$ cat config.mk
export PLATFORM = sky130hd
export DESIGN_NAME = tlbp_index
export DESIGN_NICKNAME = d
export VERILOG_FILES = /design/src/sv/tlbp_pkg.sv /design/src/sv/tlbp_index.sv
export SDC_FILE = /design/constraint.sdc
export NUM_CORES = 1
export LEC_CHECK = 0
export ABC_AREA = 1
export BUFFER_PORTS_ARGS = -buffer_cell sky130_fd_sc_hd__buf_2
export CORE_ASPECT_RATIO = 1.2
export CORE_MARGIN = 3
export CORE_UTILIZATION = 46
export DETAILED_ROUTE_END_ITERATION = 7
export GPL_TIMING_DRIVEN = 0
export PLACE_DENSITY = 0.95
export SLEW_MARGIN = 20
export SYNTH_ARGS = -nofsm -noshare
export SYNTH_HDL_FRONTEND = slang
export SYNTH_SLANG_ARGS = --single-unit
$ cat constraint.sdc
create_clock -name vclk -period 3.7
set_clock_uncertainty 0.1 [all_clocks]
set_input_delay 0.555 -clock vclk [all_inputs]
set_output_delay 0.555 -clock vclk [all_outputs]
set_load 0.02 [all_outputs]
$ cat src/sv/tlbp_pkg.sv
// Package for the two-level branch predictor: field layout, opcodes,
// register indexes, the configuration register struct and a floor_log2 helper.
// No dependencies.
`default_nettype none

package tlbp_pkg;

  localparam int MAX_HISTORY_ENTRIES_DEF = 1024;
  localparam int MAX_COUNTERS_DEF        = 16384;
  localparam int HIST_BITS               = 16;

  // input tdata layout
  localparam int OPC_W   = 3;
  localparam int PC_W    = 32;
  localparam int PIDX_W  = 14;
  localparam int OPC_LSB   = 0;
  localparam int PC_LSB    = OPC_LSB + OPC_W;
  localparam int PIDX_LSB  = PC_LSB + PC_W;
  localparam int OUTC_LSB  = PIDX_LSB + PIDX_W;
  localparam int PRED_LSB  = OUTC_LSB + 1;
  localparam int SAVED_LSB = PRED_LSB + 1;
  localparam int IN_W      = 72;

  // output tdata layout
  localparam int OUT_W = 32;
  localparam int RES_W = 1 + PIDX_W + HIST_BITS;

  localparam logic [2:0] OP_LOOKUP  = 3'd0;
  localparam logic [2:0] OP_TRAIN   = 3'd1;
  localparam logic [2:0] OP_SPEC    = 3'd2;
  localparam logic [2:0] OP_RECOVER = 3'd3;
  localparam logic [2:0] OP_FLUSH   = 3'd4;

  localparam logic [1:0] REG_BHT_LOG  = 2'd0;
  localparam logic [1:0] REG_PHT_LOG  = 2'd1;
  localparam logic [1:0] REG_HIST_LEN = 2'd2;
  localparam logic [1:0] REG_XOR_MODE = 2'd3;

  typedef struct packed {
    logic [3:0] bht_log;
    logic [3:0] pht_log;
    logic [4:0] hist_len;
    logic       xor_mode;
  } cfg_regs_t;

  function automatic int floor_log2(input int n);
    int k;
    k = 0;
    while (k < 31 && ((64'd1 << (k + 1)) <= 64'(n))) k++;
    return k;
  endfunction

endpackage

`default_nettype wire

$ cat src/sv/tlbp_index.sv
// Index generation for the two-level predictor: register saturation,
// history table index, pattern table index for lookup and train.
// Depends on tlbp_pkg.
`default_nettype none

module tlbp_index #(
  parameter int BHT_LIM = 10,
  parameter int PHT_LIM = 14,
  parameter int BHT_AW  = (BHT_LIM > 0) ? BHT_LIM : 1
) (
  input  var tlbp_pkg::cfg_regs_t           cfg,
  input  wire logic [31:0]                  acc_pc,
  input  wire logic [13:0]                  acc_pidx,
  input  wire logic [31:0]                  lk_pc,
  input  wire logic [tlbp_pkg::HIST_BITS-1:0] lk_hist,
  output logic [BHT_AW-1:0]                 bht_idx,
  output logic [PHT_LIM-1:0]                train_idx,
  output logic [PHT_LIM-1:0]                lookup_idx,
  output logic [tlbp_pkg::HIST_BITS-1:0]    hist_mask,
  output logic                              single_hist
);
  import tlbp_pkg::*;

  localparam int W = 32 + HIST_BITS;
  localparam logic [4:0] BHT_LIM_C = 5'(BHT_LIM);
  localparam logic [4:0] PHT_LIM_C = 5'(PHT_LIM);
  localparam logic [4:0] HB_C      = 5'(HIST_BITS);

  logic [4:0]         bht_eff, pht_sat, pht_eff, hlen, sh;
  logic [16:0]        bmask_w;
  logic [20:0]        pmask_w;
  logic [16:0]        hmask_w;
  logic [PHT_LIM-1:0] pmask;
  logic [W-1:0]       cat, xr;

  always_comb begin
    bht_eff = ({1'b0, cfg.bht_log} > BHT_LIM_C) ? BHT_LIM_C : {1'b0, cfg.bht_log};
    pht_sat = ({1'b0, cfg.pht_log} > PHT_LIM_C) ? PHT_LIM_C : {1'b0, cfg.pht_log};
    pht_eff = (pht_sat == 5'd0) ? 5'd1 : pht_sat;
    hlen    = (cfg.hist_len > HB_C) ? HB_C : cfg.hist_len;
    sh      = (pht_eff > hlen) ? (pht_eff - hlen) : 5'd0;

    bmask_w = (17'd1 << bht_eff) - 17'd1;
    pmask_w = (21'd1 << pht_eff) - 21'd1;
    hmask_w = (17'd1 << hlen) - 17'd1;
    pmask   = pmask_w[PHT_LIM-1:0];

    bht_idx     = acc_pc[BHT_AW-1:0] & bmask_w[BHT_AW-1:0];
    single_hist = (bht_eff == 5'd0);
    hist_mask   = hmask_w[HIST_BITS-1:0];
    train_idx   = PHT_LIM'(acc_pidx) & pmask;

    cat = (W'(lk_pc) << hlen) | W'(lk_hist);
    xr  = W'(lk_pc) ^ (W'(lk_hist) << sh);
    lookup_idx = (cfg.xor_mode ? xr[PHT_LIM-1:0] : cat[PHT_LIM-1:0]) & pmask;
  end

endmodule

`default_nettype wire

==> impl_results.md <==
* Biggest cell delay along the critical path at 0.58 ns
* Max frequency at 267.7 MHz
* Drt initial violations at 434
* DP Wirelength at 8604 um
* Max_slew headroom at 62.61%
* Critical path arrival at ~3 ns
* Net count reported at finish at ~780
* Setup Total Neg Slack at -0.1688 ns
* Ports placed on the boundary at 163
* Terminating pin of the worst hold path: train_idx[0]
* Number of I/O port buffers at 117
* Number of endpoints with negative hold slack in the final report at 0
* Area taken by flip-flops and latches at 0 um^2
* Synthesized netlist cell count at 516
* Ratio of total power to cell area at 190.4 nW/um^2
* Max cap viols at 0
* Total congestion overflow at 0
* Core region area at about 5400 um^2
* CP delay by family, top: adder cells
* Cell at the slowest stage of the critical path: fa_2
* Residual DRC at 0
* P_leak at between 2 and 2.5 nW
* Total standard cell area after synthesis at about 2600 um^2
* Number of max-slew violations in the final report at 0
* Hold depth at 2
* Critical Path Start Type: input pin
* Number of warnings printed during yosys synthesis at 0
* Overall routed net length at 12620 um
* Slew @ Worst Pin at 0.5588 ns
* Die area at 6576 um^2
* Vias at 4392
* Most common cell type on the critical path: nand3_1
* Share of post-route cells with drive strength above 1 at 40.49%
* Placed cell count at 695
* Share of synthesized area occupied by flip-flops and latches at 0%
* Final Cell Area at about 4000 um^2
* Maximum number of pins on one net before global-route repair at 14
* Pre-CTS setup slack at -0.4204 ns
* Via-to-Cell Ratio at 6.108
* Worst-case vdd ir drop at 0.1039 mV
* Worst-path maximum fanout at 8
* Critical path required time at 3.04 ns
* Worst-path cell chain: buf_8 > nand2_4 > nor2_2 > o21ai_1 > inv_1 > ha_4 > fa_2 > inv_2 > nand2_8 > buf_6 > nand3_1 > nand2_1 > nand3_1 > nand2_1 > nand3_1 > a21oi_1 > buf_2
* Net count of the mapped netlist at 632
* Wire length of the first global-routing pass at 16170 um
* WS Path Type: in2out
* Class of the tightest hold or removal check: in2out
* Crit path setup slack, layout at -0.03493 ns
* Number of antenna-violating nets in the routed design at 0
* Synth cell types at between 40 and 50
* Std cell rows at 29
* Failing checks: negative setup slack
* Antenna violations before repair at 0
* Largest area contributor in the netlist: nand2_1
* Height of the chip at between 80 and 90 um
* Final period util at 100.9%
* Combined global-route utilization of all metal layers at 30.65%
* Signed area change from the synthesized netlist to the final layout at 54.92%
* Flip-flop and latch count at 0
* Beginning of the worst hold path: acc_pidx[0]
* Setup violators final at 8
* Final weighted congestion of routability-driven global placement at between 0.9 and 1
* Top post-synthesis cells by area: nand2_1 16%, nand3_1 14%, inv_1 12%
* Buf+Inv Stages, Crit Path at 5
* Number of clock buffers in the layout at 0
* Minimum clock period after layout at 3.735 ns
* ANT cells at 0
* Width of the chip at ~75 um
* Placed Area at 3256 um^2
* Initial core utilization at 48.28%
* Area fraction of the dominant cell type after synthesis at 15.64%
* Type of element capturing the critical path: output pin
* Per-instance average area after synthesis at between 5 and 6 um^2
* Vias in the first global route at around 3500
* Final std cells w/o fill at around 720
* 1st-pass router iterations at 7
* Status: finished, violations left
* Final core utilization at 74.79%
* Mean routed wirelength per cell at 17.55 um
-- per-stage QoR --
step / hold slack, ns / power, mW
after detailed placement: 1.219 / 0.5695
final: 1.219 / 0.7647
after floorplan: 1.125 / 0.3970
after global placement: 1.219 / 0.5619
after global routing: 1.235 / 0.8092
after CTS: 1.221 / 0.6072
-- how the worst max path moves through the flow --
stage                           to  cells after the start    from  slack (ns)
global route         lookup_idx[5]                     18  cfg[6]       -0.07
detailed placement  lookup_idx[13]                     15  cfg[5]       -0.42
floorplan            lookup_idx[8]                     16  cfg[9]        0.08
finish               lookup_idx[4]                     17  cfg[8]       -0.03
global placement    lookup_idx[11]                     15  cfg[5]       -0.38
CTS                  lookup_idx[8]                     23  cfg[2]       0.002
-- Yosys cell counts (3+ instances only) --
master / count
ha_1: 7
nand3_1: 73
buf_2: 8
mux2i_1: 3
o211ai_1: 7
nor2_1: 64
xor2_1: 8
inv_2: 5
nand2_1: 108
clkbuf_1: 11
xnor2_1: 5
o21ai_0: 23
nor3_1: 10
buf_6: 6
nand3_2: 6
nor2_2: 3
nand2_2: 6
o21ai_1: 8
a21oi_1: 17
a31oi_1: 4
o21ai_2: 3
inv_1: 82
nand4_1: 20
-- repair_timing --
action | in CTS | in global routing
setup endpoints to repair | 14 | 14
resized for setup | 39 | 112
gates cloned | 1 | 3
setup buffers | 7 | 16
pin swaps | 8 | 38
hold buffers | 0 | 0
-- layer usage --
metal / vias to the layer above / global-route usage (%) / wire length, um / share of wire (%)
li1: 1979 / - / - / -
met2: 366 / 55.40 / 6079 / 48
met5: - / 0 / 0 / 0
met3: 100 / 2.386 / 1294 / 10
met4: 0 / 13.11 / 1030 / 8.2
met1: 1947 / 36.50 / 4212 / 33
-- report_power, final --
| part | internal (mW) | switching [mW] |
|---|---|---|
| Clock | 0 | 0 |
| Combinational | 0.282 | 0.483 |
| Sequential | 0 | 0 |
| Total | 0.282 | 0.483 |
-- layout by cell type (no fill, tap or decap), drive strengths merged --
cell      Yosys  final
buf          15    158
nand2       116    116
inv          88     87
nand3        79     79
nor2         69     69
o21ai        34     34
nand4        20     20
a21oi        17     17
nor3         11     11
clkbuf       11      9
xor2          8      8
o211ai        7      7
ha            7      7
xnor2         5      5
a31oi         4      4
mux2i         3      3
nor4          2      2
o221ai        2      2
nor3b         2      2
or2           2      2
clkinvlp      0      1
a211oi        1      1
a2111oi       1      1
or3           1      1
a22oi         1      1
o21a          1      1
o31ai         1      1
nand3b        1      1
o22ai         1      1
o2111ai       1      1
o21bai        1      1
and2          1      1
a21boi        1      1
fa            1      1
conb          1      1
-- area by class of cell --
class,count,area (um^2)
plain buffers,23,195.2
fillers,396,1354
inverters,88,356.6
multi-input cells,402,2550
well taps,62,77.57
repair buffers,144,837.1
-- logic make-up after synthesis --
family / count (synthesis) / share of synthesized area (%)
buffers and inverters: 114 / 18.87
and+or+nand+nor: 304 / 54.68
muxes: 3 / 1.158
AOI/OAI and AO/OA: 73 / 16.60
xor gates and xnor gates: 13 / 4.392
adders and majority gates: 8 / 4.150
other: 1 / 0.1446
No activity file was read; power rests on OpenSTA's default activity.
